--- config.mk ---
export PLATFORM = sky130hd
export DESIGN_NAME = crc16_frame_parser
export DESIGN_NICKNAME = d
export VERILOG_FILES = /design/src/crcfp_pkg.sv /design/src/crc16_frame_parser.sv
export SDC_FILE = /design/constraint.sdc
export NUM_CORES = 1
export LEC_CHECK = 0
export BUFFER_PORTS_ARGS = -buffer_cell sky130_fd_sc_hd__buf_2
export CORE_ASPECT_RATIO = 1.5
export CORE_MARGIN = 8
export CORE_UTILIZATION = 54
export CTS_CLUSTER_SIZE = 40
export DETAILED_ROUTE_END_ITERATION = 8
export PLACE_DENSITY = 0.7
export SETUP_SLACK_MARGIN = 0.2
export SLEW_MARGIN = 25
export SYNTH_ARGS = -nofsm -noshare
export SYNTH_HDL_FRONTEND = slang
export SYNTH_SLANG_ARGS = --single-unit
--- constraint.sdc ---
create_clock -name aclk -period 2.8 [get_ports aclk]
set_input_delay 0.28 -clock aclk [delete_from_list [all_inputs] [get_ports aclk]]
set_output_delay 0.28 -clock aclk [all_outputs]
set_load 0.05 [all_outputs]
--- src/crcfp_pkg.sv ---
// crcfp_pkg: types, constants and CRC helpers for the CRC-16 frame parser.
// Used by crc16_frame_parser; depends on nothing else.
`default_nettype none

package crcfp_pkg;

    localparam int unsigned MAX_PAYLOAD = 64;   // largest accepted payload length
    localparam int unsigned STORE_DEPTH = 64;
    localparam int unsigned STORE_AW    = 6;
    localparam int unsigned LEN_W       = 7;    // holds 0..MAX_PAYLOAD

    localparam logic [15:0] CRC_POLY = 16'h1021;
    localparam logic [15:0] CRC_TOP  = 16'h8000;

    localparam logic [7:0]  SYNC_FIRST_RST  = 8'hAA;
    localparam logic [7:0]  SYNC_SECOND_RST = 8'h55;
    localparam logic [15:0] CRC_SEED_RST    = 16'hFFFF;

    typedef enum logic [1:0] {
        CMD_FEED    = 2'd0,
        CMD_RESTART = 2'd1,
        CMD_CLEAR   = 2'd2,
        CMD_READ    = 2'd3
    } cmd_t;

    typedef enum logic [1:0] {
        REG_SYNC_FIRST  = 2'd0,
        REG_SYNC_SECOND = 2'd1,
        REG_CRC_SEED    = 2'd2,
        REG_UNUSED      = 2'd3
    } reg_idx_t;

    typedef enum logic [6:0] {
        PH_SYNC1 = 7'b000_0001,
        PH_SYNC2 = 7'b000_0010,
        PH_ID    = 7'b000_0100,
        PH_LEN   = 7'b000_1000,
        PH_DATA  = 7'b001_0000,
        PH_CRCLO = 7'b010_0000,
        PH_CRCHI = 7'b100_0000
    } phase_t;

    // CRC-16, MSB first, one byte: eight shift/xor steps on 16 bits
    function automatic logic [15:0] crc16_byte(input logic [15:0] crc_in,
                                               input logic [7:0]  data);
        logic [15:0] c;
        c = crc_in ^ {data, 8'h00};
        for (int k = 0; k < 8; k++) begin
            if ((c & CRC_TOP) != 16'h0000) begin
                c = {c[14:0], 1'b0} ^ CRC_POLY;
            end else begin
                c = {c[14:0], 1'b0};
            end
        end
        return c;
    endfunction

    function automatic logic [15:0] sat_inc(input logic [15:0] cnt);
        return (cnt == 16'hFFFF) ? cnt : cnt + 16'd1;
    endfunction

endpackage

`default_nettype wire

--- src/crc16_frame_parser.sv ---
// crc16_frame_parser: byte-serial sync/length/CRC-16 frame receiver with a
// 64-entry payload memory. Depends on crcfp_pkg.
//
// Usage
//   s_ channel: one item per command. s_tuser = command (feed, restart hunt,
//   clear counters, read payload entry); s_tdata carries the stream byte and
//   the payload read index.
//   m_ channel: exactly one result item per input item, in order. m_tuser
//   flags a fed byte that closed a frame with a good CRC; m_tdata carries the
//   header fields, the payload read data and the four saturating counters.
//   cfg_ channel: register writes (sync bytes, CRC seed), always ready; write
//   only while no item is in flight.
// Latency and throughput
//   The result of an item is valid the cycle after it is accepted. One item
//   per cycle while m_tready is high: the header/CRC next state is combinational
//   and the payload memory is read and written through one synchronous port each.
// Reset and stall
//   aresetn (synchronous, low) returns the parser to sync hunt, zeroes the
//   counters and held header, and restores the register defaults. The payload
//   memory is not cleared. When m_tready is low, the single output stage holds
//   and s_tready drops until the pending result is taken.
`default_nettype none

module crc16_frame_parser (
    input  wire logic        aclk,
    input  wire logic        aresetn,
    // input channel
    input  wire logic        s_tvalid,
    output logic             s_tready,
    input  wire logic [15:0] s_tdata,   // [7:0] data_byte, [13:8] read_index, [15:14] zero
    input  wire logic [1:0]  s_tuser,   // [1:0] command
    // result channel
    output logic             m_tvalid,
    input  wire logic        m_tready,
    // [7:0] frame_id, [14:8] frame_len, [22:15] read_data,
    // [38:23] frame_count, [54:39] bad_crc_count, [70:55] resync_count,
    // [86:71] bad_length_count, [87] zero
    output logic [87:0]      m_tdata,
    output logic             m_tuser,   // [0] frame_good
    // configuration write channel
    input  wire logic        cfg_valid,
    output logic             cfg_ready,
    input  wire logic [1:0]  cfg_index,
    input  wire logic [15:0] cfg_data
);
    import crcfp_pkg::*;

    // ---------------- input unpack ----------------
    logic                in_accept;
    cmd_t                cmd;
    logic [7:0]          in_byte;
    logic [STORE_AW-1:0] in_read_idx;

    assign cmd         = cmd_t'(s_tuser);
    assign in_byte     = s_tdata[7:0];
    assign in_read_idx = s_tdata[13:8];

    // ---------------- configuration ----------------
    logic [7:0]  sync_first_reg;
    logic [7:0]  sync_second_reg;
    logic [15:0] crc_seed_reg;

    assign cfg_ready = 1'b1;

    always_ff @(posedge aclk) begin
        if (!aresetn) begin
            sync_first_reg  <= SYNC_FIRST_RST;
            sync_second_reg <= SYNC_SECOND_RST;
            crc_seed_reg    <= CRC_SEED_RST;
        end else if (cfg_valid && cfg_ready) begin
            unique case (reg_idx_t'(cfg_index))
                REG_SYNC_FIRST:  sync_first_reg  <= cfg_data[7:0];
                REG_SYNC_SECOND: sync_second_reg <= cfg_data[7:0];
                REG_CRC_SEED:    crc_seed_reg    <= cfg_data;
                REG_UNUSED:      ;
            endcase
        end
    end

    // ---------------- parser state ----------------
    phase_t           phase_reg, phase_next;
    logic [7:0]       held_id_reg, held_id_next;
    logic [LEN_W-1:0] held_len_reg, held_len_next;
    logic [LEN_W-1:0] fill_reg, fill_next;
    logic [15:0]      crc_reg, crc_next;
    logic [7:0]       crc_lo_reg, crc_lo_next;
    logic [15:0]      good_cnt_reg, good_cnt_next;
    logic [15:0]      crcerr_cnt_reg, crcerr_cnt_next;
    logic [15:0]      resync_cnt_reg, resync_cnt_next;
    logic [15:0]      lenerr_cnt_reg, lenerr_cnt_next;
    logic             good_next;
    logic             mem_we;

    // shared CRC step: seed on the id byte, running value otherwise
    logic [15:0] crc_base;
    logic [15:0] crc_step;
    logic [LEN_W-1:0] fill_inc;

    assign crc_base = (phase_reg == PH_ID) ? crc_seed_reg : crc_reg;
    assign crc_step = crc16_byte(crc_base, in_byte);
    assign fill_inc = fill_reg + 1'b1;

    always_comb begin
        phase_next      = phase_reg;
        held_id_next    = held_id_reg;
        held_len_next   = held_len_reg;
        fill_next       = fill_reg;
        crc_next        = crc_reg;
        crc_lo_next     = crc_lo_reg;
        good_cnt_next   = good_cnt_reg;
        crcerr_cnt_next = crcerr_cnt_reg;
        resync_cnt_next = resync_cnt_reg;
        lenerr_cnt_next = lenerr_cnt_reg;
        good_next       = 1'b0;
        mem_we          = 1'b0;

        unique case (cmd)
            CMD_FEED: begin
                unique case (phase_reg)
                    PH_SYNC1: begin
                        if (in_byte == sync_first_reg) begin
                            phase_next = PH_SYNC2;
                        end else begin
                            resync_cnt_next = sat_inc(resync_cnt_reg);
                        end
                    end
                    PH_SYNC2: begin
                        // second sync wins over a repeated first sync
                        if (in_byte == sync_second_reg) begin
                            phase_next = PH_ID;
                        end else begin
                            resync_cnt_next = sat_inc(resync_cnt_reg);
                            if (in_byte != sync_first_reg) begin
                                phase_next = PH_SYNC1;
                            end
                        end
                    end
                    PH_ID: begin
                        held_id_next = in_byte;
                        crc_next     = crc_step;
                        phase_next   = PH_LEN;
                    end
                    PH_LEN: begin
                        if (in_byte > 8'(MAX_PAYLOAD)) begin
                            lenerr_cnt_next = sat_inc(lenerr_cnt_reg);
                            phase_next      = PH_SYNC1;
                            fill_next       = '0;
                        end else begin
                            held_len_next = in_byte[LEN_W-1:0];
                            fill_next     = '0;
                            crc_next      = crc_step;
                            phase_next    = (in_byte == 8'h00) ? PH_CRCLO : PH_DATA;
                        end
                    end
                    PH_DATA: begin
                        mem_we    = 1'b1;
                        crc_next  = crc_step;
                        fill_next = fill_inc;
                        if (fill_inc >= held_len_reg) begin
                            phase_next = PH_CRCLO;
                        end
                    end
                    PH_CRCLO: begin
                        crc_lo_next = in_byte;
                        phase_next  = PH_CRCHI;
                    end
                    PH_CRCHI: begin
                        phase_next = PH_SYNC1;
                        fill_next  = '0;
                        if ({in_byte, crc_lo_reg} == crc_reg) begin
                            good_cnt_next = sat_inc(good_cnt_reg);
                            good_next     = 1'b1;
                        end else begin
                            crcerr_cnt_next = sat_inc(crcerr_cnt_reg);
                        end
                    end
                    default: begin
                        // illegal phase code: back to hunt, byte dropped
                        phase_next = PH_SYNC1;
                        fill_next  = '0;
                    end
                endcase
            end
            CMD_RESTART: begin
                phase_next = PH_SYNC1;
                fill_next  = '0;
            end
            CMD_CLEAR: begin
                good_cnt_next   = '0;
                crcerr_cnt_next = '0;
                resync_cnt_next = '0;
                lenerr_cnt_next = '0;
            end
            CMD_READ: ;
        endcase
    end

    always_ff @(posedge aclk) begin
        if (!aresetn) begin
            phase_reg      <= PH_SYNC1;
            held_id_reg    <= '0;
            held_len_reg   <= '0;
            fill_reg       <= '0;
            crc_reg        <= CRC_SEED_RST;
            crc_lo_reg     <= '0;
            good_cnt_reg   <= '0;
            crcerr_cnt_reg <= '0;
            resync_cnt_reg <= '0;
            lenerr_cnt_reg <= '0;
        end else if (in_accept) begin
            phase_reg      <= phase_next;
            held_id_reg    <= held_id_next;
            held_len_reg   <= held_len_next;
            fill_reg       <= fill_next;
            crc_reg        <= crc_next;
            crc_lo_reg     <= crc_lo_next;
            good_cnt_reg   <= good_cnt_next;
            crcerr_cnt_reg <= crcerr_cnt_next;
            resync_cnt_reg <= resync_cnt_next;
            lenerr_cnt_reg <= lenerr_cnt_next;
        end
    end

    // ---------------- payload memory ----------------
    // One write (payload fill) and one registered read (read command) per
    // cycle, on accepted items only. A read always sees the writes of earlier items.
    logic [7:0] store_mem [STORE_DEPTH];
    logic [7:0] rd_data_reg;

    always_ff @(posedge aclk) begin
        if (in_accept && mem_we) begin
            store_mem[fill_reg[STORE_AW-1:0]] <= in_byte;
        end
    end

    always_ff @(posedge aclk) begin
        if (in_accept) begin
            rd_data_reg <= store_mem[in_read_idx];
        end
    end

    // ---------------- output stage ----------------
    // Header and counter fields come straight from the state registers; they
    // only change on an accept, which cannot happen while a result waits.
    logic m_valid_reg;
    logic good_reg;
    logic rd_sel_reg;

    assign s_tready  = !m_valid_reg || m_tready;
    assign in_accept = s_tvalid && s_tready;

    always_ff @(posedge aclk) begin
        if (!aresetn) begin
            m_valid_reg <= 1'b0;
            good_reg    <= 1'b0;
            rd_sel_reg  <= 1'b0;
        end else begin
            if (in_accept) begin
                m_valid_reg <= 1'b1;
                good_reg    <= good_next;
                rd_sel_reg  <= (cmd == CMD_READ);
            end else if (m_tready) begin
                m_valid_reg <= 1'b0;
            end
        end
    end

    logic [7:0] rd_out;
    assign rd_out = rd_sel_reg ? rd_data_reg : 8'h00;

    assign m_tvalid = m_valid_reg;
    assign m_tuser  = good_reg;
    assign m_tdata  = {1'b0, lenerr_cnt_reg, resync_cnt_reg, crcerr_cnt_reg,
                       good_cnt_reg, rd_out, held_len_reg, held_id_reg};

endmodule

`default_nettype wire

# Word level (Yosys, flattened, before mapping)
# Memory sizes are Yosys's and may differ from the RTL's. A register that Yosys moved wholly into a read port is not among the register bits.
# Cells that the tools add are included.
[totals]
ff_bits = 152
ramBits = 512
in_bits = 41
memories = 1
[op_classes]
n_addsub = 5
order_cmp = 2
eq_ne = 36
muxes = 48
bitwise = 10
n_reduce_logical = 26
[mem_list]
columns = ["name", "words", "word_bits", "rd", "rd_ports_with_merged_regs", "wr", "line_no", "source"]
rows = [
  ["store_mem", 64, 8, 1, 1, 1, "crc16_frame_parser.sv:227", "logic [7:0] store_mem [STORE_DEPTH];"],
]
[op_table]
columns = ["cell", "n"]
rows = [
  ["$mux 16", 14],
  ["$pmux 16 s2", 6],
  ["$mux 13", 8],
  ["$add 16x1->16 const B", 4],
  ["$eq 16x16->1 const B", 4],
  ["$pmux 7 s2", 3],
  ["$pmux 7 s6", 1],
  ["$mux 7", 4],
  ["$reduce_and 5->1", 5],
  ["$not 3->3", 8],
  ["$ne 2x2->1 const B", 9],
  ["$eq 16x16->1", 1],
  ["$eq 8x8->1", 2],
  ["$xor 16x16->16", 1],
  ["$mux 6", 2],
  ["$ne 3x3->1 const B", 4],
  ["$mux 1", 9],
  ["$reduce_and 3->1", 3],
  ["$gt 8x7->1 const B", 1],
  ["$logic_not 8->1", 1],
  ["$mux 8", 1],
  ["$ne 8x8->1", 1],
  ["$reduce_and 4->1", 2],
  ["$reduce_bool 2->1", 4],
  ["22 further kinds", 29],
]

# Depth between registers and ports, before layout
# Gate-level depths: netlist (run 1).
[logic_depth]
word_depth = 21
mapped_depth = 10
ltp_nobuf = 10

# Least setup slack after synthesis (run 1)
# No wires, ideal clock.
[synth_timing]
path_kind = "flip-flop to flip-flop"
from = "register phase_reg[5]"
to = "memory store_mem[62][0], enable pin"
t_arrival_ns = 2.467
t_required_ns = 2.430
slack_ns = -0.038
path_stages_with_launch = 8
n_path_buf = 2
period_less_slack_ns = 2.838
cell_sequence = "dfxtp_1 buf_6 or4_4 clkbuf_1 nor3_1 nor3b_1 nand3_1 nor2_1"
[synth_between]
elab_chain_len = 6
[synth_lines]
columns = ["item", "line_no", "source"]
rows = [
  ["from (decl)", "crc16_frame_parser.sv:81", "phase_t phase_reg, phase_next;"],
  ["from (signal assigned)", "crc16_frame_parser.sv:211", "phase_reg <= phase_next;"],
  ["$eq 7x5->1", "crc16_frame_parser.sv:119", "unique case (phase_reg)"],
  ["$mux 1", "crc16_frame_parser.sv:119", ""],
  ["$mux 1", "crc16_frame_parser.sv:117", "unique case (cmd)"],
  ["$logic_and 1x1->1", "crc16_frame_parser.sv:231", "if (in_accept && mem_we) begin"],
  ["$mux 1", "crc16_frame_parser.sv:231", ""],
  ["$mux 1 (implied by the code)", "crc16_frame_parser.sv:232", "store_mem[fill_reg[STORE_AW-1:0]] <= in_byte;"],
  ["to (decl)", "crc16_frame_parser.sv:227", ""],
]
# No other way between the ends.

# Worst setup path in the final report (run 1)
[layout_timing]
from = "register phase_reg[1]"
to = "register lenerr_cnt_reg[10]"
[layout_between]
elab_chain_len = 3
[layout_lines]
columns = ["item", "line_no", "source"]
rows = [
  ["$eq 7x4->1", "crc16_frame_parser.sv:119", ""],
  ["$ne 2x1->1 (no source line)", "-", ""],
  ["$reduce_and 5->1 (no source line)", "-", ""],
  ["to (signal assigned)", "crc16_frame_parser.sv:220", "lenerr_cnt_reg <= lenerr_cnt_next;"],
  ["to (decl)", "crc16_frame_parser.sv:90", "logic [15:0] lenerr_cnt_reg, lenerr_cnt_next;"],
]
# No other way between the ends.
# A chain may end at the register's enable or synchronous reset.

==> results.md, run 1 <==
- Clock Skew: around 0.013 ns
- CORE AREA: 51,400 µm²
- Row cnt: slightly above 100
- Final Non-Filler Cells: 2,820
- All-Layer GR Usage: 0.230
- Cells on worst reg2reg path: 7
- Max Slew Vio Count: 0
- Routed WL: 68,600 µm
- RD Place Congestion: 0.866
- First-pass GRT wire length: about 110,000 µm
- Final WS setup: 0.181 ns
- Commonest cells after routing, fill and taps aside: 520 x edfxtp_1, 161 x nand2_1, 160 x mux4_2, 149 x dfxtp_1, 132 x buf_4
- Die height: 295 µm
- Placement Setup Slack: 0.0524 ns
- Largest net degree at the start of global routing: 65
- Status: completed
- CTS buffer count: 60
- Synth Area in Adders: 0.00536
- Root Driver: clkbuf_16
- Routed via count: 17.0k
- HP Class: input pin to register
- Cell Area, Placed: between 30,000 and 40,000 µm²
- Compound-gate portion of the synthesized area: 0.0443
- Hold WS: 0.0415 ns
- Max_slew headroom: 0.387
- Setup CP Type: register to register
- Area of the mapped netlist: between 20,000 and 30,000 µm²
- Pwr Density: 623 nW/µm²
- Most common cell after layout, fill and taps aside: edfxtp_1
- Post-synthesis sequential area ratio: 0.667
- Peak supply drop: 506 µV
- Multi-input logic area: a little over 9000 µm²
- Total of max-cap violations: 0
- Post-synthesis simple-gate area fraction: 0.100
- GR Overflow Total: 0
- Final nets: 2,147
- Main synth FF type: edfxtp_1
- Post-Syn Nets: 1,894
- Critical Path Slowest Stage Cell: or4b_4
- Leakage: 11.3 nW
- RSZ-0062 raised after global routing: true
- Synth Warn #: 0
- Layout fillers: between 3k and 4k
- H-tree depth: 2
- Layout cells sized above 1: 0.281
- Setup Viol. Count Final: 0
- HPWL after DPL: 46,500 µm
- Insertion delay to the later sink of the worst-skew pair: around 0.60 ns
- Final Hold Viols: 0
- Crit end category: register
- CTS clk-pin slew, worst paths: 0.07 ns
- CP Cell Sequence: or4_4 -> or4b_4 -> a21oi_4 -> a21oi_4 -> buf_4 -> or4_1 -> a21oi_1
- Initial antenna violation count: 3
- Max clock buf depth: 3
- Post-Synth XOR/XNOR Area: 0.0185
- Hold Path Depth: 3
- Reg area: 18,700 µm²
- Average cell area after synthesis: ~15 µm²
- Worst Path Required: around 3.3 ns
- # DRC: 0
- Die W: 202 µm
- Min cycle time layout: 2.62 ns
- Largest family of logic cells by synthesized area: multiplexers
- Overall power: 20.5 mW
- Critical Path AT: 3.15 ns
- Area grow syn2layout: 17.4%
- TritonCTS clock tree: done
- CP max stage delay: 0.59 ns
- Initial DRC count: 1,273
- Drt wl/cell: around 24 µm
- # IOs: ~130
- Drt pass-1 iters: 5
- Placed cells: 2,683
- Max reg flops: 512
- EDFF count, synth: 520
- Synth cell types: between 60 and 70
- Final Cycle Share: 0.935
- Fmax: ~0.38 GHz
- Port Buffers: 128
- CP max FO: 5
- Top cell by count, worst path: a21oi_4
- Crit start category: register
- Vias in the first global route: 17.6k
- Share of the core filled with cells: 0.639
- Antenna viol nets, final: 0
- Worst-Margin Slew: 0.920 ns
- Synthesized instance count: 1,841
- Register bit total from synthesis: 672
- Routed vias/inst: 6.04
- Synth async-reset ratio: 0
- Clk sinks: 672
- Mux contribution to synthesized area: 0.146
- Die ar.: 59,500 µm²
- Final setup TNS: 0 ns
- Final Cell Area: roughly 33,000 µm²
- Initial Utilization: 0.544
## per-layer routing
layer / GRT usage / vias up / wire (µm)
li1: - / 7678 / -
met1: 0.270 / 8676 / 25800
met2: 0.426 / 571 / 37400
met3: 0.0373 / 110 / 3650
met4: 0.0693 / 2 / 1730
met5: 0 / - / 10
## power by group
group | switching [mW] | internal [mW]
combinational | 0.681 | 0.447
sequential | 0.0261 | 10.8
clock | 3.58 | 4.96
## area by class of cell
cell class,count,area share
flip-flops and latches,672,0.568
multi-input cells,1038,0.276
repair buffers,294,0.0646
clock buffers,68,0.0469
well taps,676,0.0257
clock inverters,42,0.0151
inverters,28,0.00320
diodes,2,0.000152
## cells in the mapped netlist, drive strengths merged (12+ instances only)
cell    count  area (µm²)
a21oi      72         375
a22oi      16         120
and2       12        75.1
and3       17         106
buf        31         146
clkbuf     72         270
dfxtp     152        3040
edfxtp    520       15600
ha         12         150
inv        28         105
mux2i      46         460
mux4      160        3600
nand2     162         608
nand3      70         350
nand4      21         131
nand4b     16         140
nor2      128         480
nor2b      22         138
nor4       18         119
o211ai     13        97.6
o21ai      37         185
o31ai      18         135
or3        23         144
or4        21         161
xnor2      17         149
xor2       42         368
## what timing repair did
item | in CTS | in global routing
cloned | 0 | 2
setup endpoints to repair | 119 | 335
hold endpoints to repair | 33 | 0
hold buffers | 19 | 0
buffers inserted | 1 | 3
pin swaps | 0 | 15
resized for setup | 9 | 25
## cells by family (layout without fill, tap and decap cells)
logic type               Yosys count  in the layout
flip-flops                       672            672
AND/OR/NAND/NOR                  559            559
multiplexers                     208            208
AO/OA/AOI/OAI                    198            198
buffers and inverters            131            432
XOR/XNOR                          59             59
adder cells (fa/ha/maj)           12             12
other                              2              4
## critical path: cells and delay by family (launching register included)
kind | cells | cell delay (ns)
AND/OR/NAND/NOR | 3 | 1.61
flip-flops | 1 | 0.32
AO/OA/AOI/OAI | 3 | 0.45
buffers and inverters | 1 | 0.17
## worst paths after layout
check,from,endpoint,slack (ns)
hold reg to reg,held_id_reg[5],held_id_reg[5],0.45
setup reg to reg,phase_reg[1],lenerr_cnt_reg[10],0.18
setup / recovery,phase_reg[1],lenerr_cnt_reg[10],0.18
hold / removal,s_tuser[0],rd_sel_reg,0.04
Note: power is estimated with default switching activity, not from simulation.
==> run 2: changes to the inputs <==
- ABC_AREA: default -> 1
- CAP_MARGIN: default -> 20
==> run 2 against run 1 <==
Effect of this change:
- via count is 36% higher
- final cell count is 41% higher
- wire length is 16% higher
==> results.md, run 2 <==
- Synth Warn #: 0 (unchanged)
- WL met1: 30,300 µm (was 25,800 µm)
- Die W: 208 µm (was 202 µm)
- Setup CP Type: register to register (unchanged)
- Final Hold Viols: 0 (unchanged)
- Initial DRC count: 1,785 (was 1,273)
- Routed wl met2: 41,300 µm (was 37,400 µm)
- Max clock buf depth: 3 (unchanged)
- Final nets: 3,290 (was 2,147)
- Seq pwr share: 0.513 (was 0.527)
- Pwr Density: 623 nW/µm² (about the same)
- Commonest cells after routing, fill and taps aside: 642 x nand2_1, 520 x edfxtp_1, 445 x nor2_1, 265 x o21ai_0, 217 x nand3_1 (was 520 x edfxtp_1, 161 x nand2_1, 160 x mux4_2, 149 x dfxtp_1, 132 x buf_4)
- Buf/Inv on CP: 1 (unchanged)
- GR Overflow Total: 0 (unchanged)
- Row cnt: 105 (was 102)
- Sw Share: 0.230 (was 0.210)
- CTS buffer count: 60 (unchanged)
- Leakage: 12.6 nW (was 11.3 nW)
- EDFF count, synth: 520 (unchanged)
- Worst Path Required: 3.13 ns (was 3.33 ns)
- Die ar.: 63,300 µm² (was 59,500 µm²)
- Ranking of synthesized cells by area: edfxtp_1 52%, dfxtp_1 10%, nand2_1 8.1%, nor2_1 5.6%, o21ai_0 4.4% (was edfxtp_1 56%, mux4_2 13%, dfxtp_1 11%, nand2_1 2.2%, nor2_1 1.7%)
- # DRC: 0 (unchanged)
- Synth async-reset ratio: 0 (unchanged)
- Synth cell count leaders: 643 x nand2_1, 520 x edfxtp_1, 446 x nor2_1 (was 520 x edfxtp_1, 162 x nand2_1, 160 x mux4_2)
- Initial Utilization: 0.546 (was 0.544)
- Total of max-cap violations: 0 (unchanged)
- Area grow syn2layout: 13.5% (was 17.4%)
- RSZ-0062 raised after global routing: false (was true)
- CORE AREA: 54,800 µm² (was 51,400 µm²)
- Max_slew headroom: 0.415 (was 0.387)
- Critical Path AT: 2.79 ns (was 3.15 ns)
- Final Cycle Share: 0.877 (was 0.935)
- CP Cell Sequence: nor2_1 -> nand2_1 -> nor2_4 -> nand2_1 -> nor2_4 -> nand3_2 -> nor2_1 -> buf_4 (was or4_4 -> or4b_4 -> a21oi_4 -> a21oi_4 -> buf_4 -> or4_1 -> a21oi_1)
- Max reg flops: 512 (unchanged)
- H-tree depth: 2 (unchanged)
- Comb pwr share: 0.073 (was 0.055)
- Synthesized instance count: 3,083 (was 1,841)
- Drt pass-1 iters: 6 (was 5)
- Layout fillers: 4,444 (was 3,687)
- Yosys top cell by area: edfxtp_1 (unchanged)
- Crit end category: register (unchanged)
- Drt wl/cell: 20.1 µm (was 24.3 µm)
- Routed via count: 23.1k (was 17.0k)
- Worst-Margin Slew: 0.877 ns (was 0.920 ns)
- Post-Syn Nets: 3,136 (was 1,894)
- Synth cell types: 45 (was 66)
- DR WL met3: 4930 µm (was 3650 µm)
- Crit start category: register (unchanged)
- Most common cell after layout, fill and taps aside: nand2_1 (was edfxtp_1)
- Die height: 304 µm (was 295 µm)
- Area of the mapped netlist: 29,900 µm² (was 28,000 µm²)
- Fmax: 0.407 GHz (was 0.382 GHz)
- CP delay by family, top: simple AND/OR/NAND/NOR gates (unchanged)
- Setup Viol. Count Final: 0 (unchanged)
- Layout cells sized above 1: 0.127 (was 0.281)
- CTS clk-pin slew, worst paths: 0.06 ns (was 0.07 ns)
- HPWL after DPL: 51,200 µm (was 46,500 µm)
- Peak supply drop: 534 µV (was 506 µV)
- Power share of the clock group: 0.414 (was 0.417)
- Net switching power: 4.86 mW (was 4.29 mW)
- Clk sinks: 672 (unchanged)
- Main synth FF type: edfxtp_1 (unchanged)
- TritonCTS clock tree: done (unchanged)
- Overall power: 21.1 mW (was 20.5 mW)
- Max Slew Vio Count: 0 (unchanged)
- Clock Skew: 0.0305 ns (was 0.0131 ns)
- Root Driver: clkbuf_16 (unchanged)
- Status: completed (unchanged)
- RD Place Congestion: 0.914 (was 0.866)
- Port Buffers: 128 (unchanged)
- Internal power: 16.3 mW (was 16.2 mW)
- Critical Path Slowest Stage Cell: nand3_2 (was or4b_4)
- First-pass GRT wire length: 124,000 µm (was 106,000 µm)
- Largest net degree at the start of global routing: 177 (was 65)
- Most frequent cell after synthesis: nand2_1 (was edfxtp_1)
- Top routing layer in use: met5 (unchanged)
- CP max stage delay: 0.37 ns (was 0.59 ns)
- Post-synthesis sequential area ratio: 0.624 (was 0.667)
- Initial antenna violation count: 2 (was 3)
- Register bit total from synthesis: 672 (unchanged)
- Insertion delay to the later sink of the worst-skew pair: 0.64 ns (was 0.60 ns)
- Routed vias/inst: 5.80 (was 6.04)
- Antenna viol nets, final: 0 (unchanged)
- Average cell area after synthesis: 9.70 µm² (was 15.2 µm²)
- All-Layer GR Usage: 0.245 (was 0.230)
- Vias in the first global route: 22.5k (was 17.6k)
- HP Class: input pin to register (unchanged)
- Routed WL: 79,900 µm (was 68,600 µm)
- # IOs: 133 (unchanged)
- Final setup TNS: 0 ns (unchanged)
- CP max FO: 8 (was 5)
- Synth top area share: 0.522 (was 0.558)
- Min cycle time layout: 2.45 ns (was 2.62 ns)
[run 2: final cells by class]
| type | count | area [µm²] | share of cell area |
|---|---|---|---|
| clock inverter | 41 | 504 | 0.0149 |
| clock buffer | 72 | 1620 | 0.0477 |
| sequential | 672 | 18700 | 0.550 |
| antenna | 1 | 2.50 | 0.0000737 |
| timing repair buffer | 256 | 1780 | 0.0524 |
| multi-input combinational | 2086 | 9890 | 0.291 |
| inverter | 161 | 612 | 0.0180 |
| tap | 695 | 870 | 0.0256 |
[run 2: cell families after synthesis]
family | Yosys count | share of synthesized area
buffers and inverters | 325 | 0.0463
AND/OR/NAND/NOR | 1435 | 0.204
XOR/XNOR | 61 | 0.0179
other | 2 | 0.000251
flip-flops | 672 | 0.624
adder cells (fa/ha/maj) | 12 | 0.00502
AO/OA/AOI/OAI | 576 | 0.103
[run 2: timing repair]
item,in CTS,in global routing
buffers inserted,0,2
endpoints found under the setup margin,0,7
hold endpoints to repair,30,0
resized for setup,0,11
hold buffers,17,0
[run 2: power groups by stage]
stage,logic [mW],clock network [mW],registers (mW)
2_1_floorplan,0.950,0,11.1
3_3_place_gp,1.47,0,11.0
3_5_place_dp,1.50,0,11.0
4_1_cts,1.53,8.87,10.8
5_1_grt,1.69,9.23,10.8
6_report,1.54,8.76,10.8
[run 2: path summary, 6_finish.rpt]
kind | start | to | slack [ns] | cells after the start
hold reg to reg | sync_first_reg[2] | sync_first_reg[2] | 0.47 | 2
setup reg to reg | phase_reg[2] | store_mem[41][4] | 0.35 | 8
hold / removal | cfg_index[0] | sync_first_reg[3] | 0.03 | 3
setup / recovery | phase_reg[2] | store_mem[41][4] | 0.35 | 8
[run 2: worst register-to-register path: stages, from the launching register on]
cell and delay [ns]:
dfxtp_1 0.34, nor2_1 0.18, nand2_1 0.16, nor2_4 0.20, nand2_1 0.18, nor2_4 0.18, nand3_2 0.37, nor2_1 0.32
buf_4 0.24
[run 2: per-layer routing]
layer | vias up | track usage
li1 | 10900 | -
met1 | 11100 | 0.282
met2 | 858 | 0.449
met3 | 193 | 0.0368
met4 | 4 | 0.103
met5 | - | 0
[run 2: per-stage QoR]
step | util | cells | setup slack, ns | hold slack, ns | instance area [µm²]
finish | 0.620 | 3984 | 0.345 | 0.0333 | 33900
global route | 0.620 | 3983 | 0.212 | 0.0345 | 33900
CTS | 0.619 | 3981 | 0.314 | 0.000991 | 33900
detailed placement | 0.577 | 3851 | 0.294 | 0.461 | 31600
global placement | 0.577 | 3851 | 0.314 | 0.455 | 31600
floorplan | - | 3083 | 0.421 | 0.379 | 29900
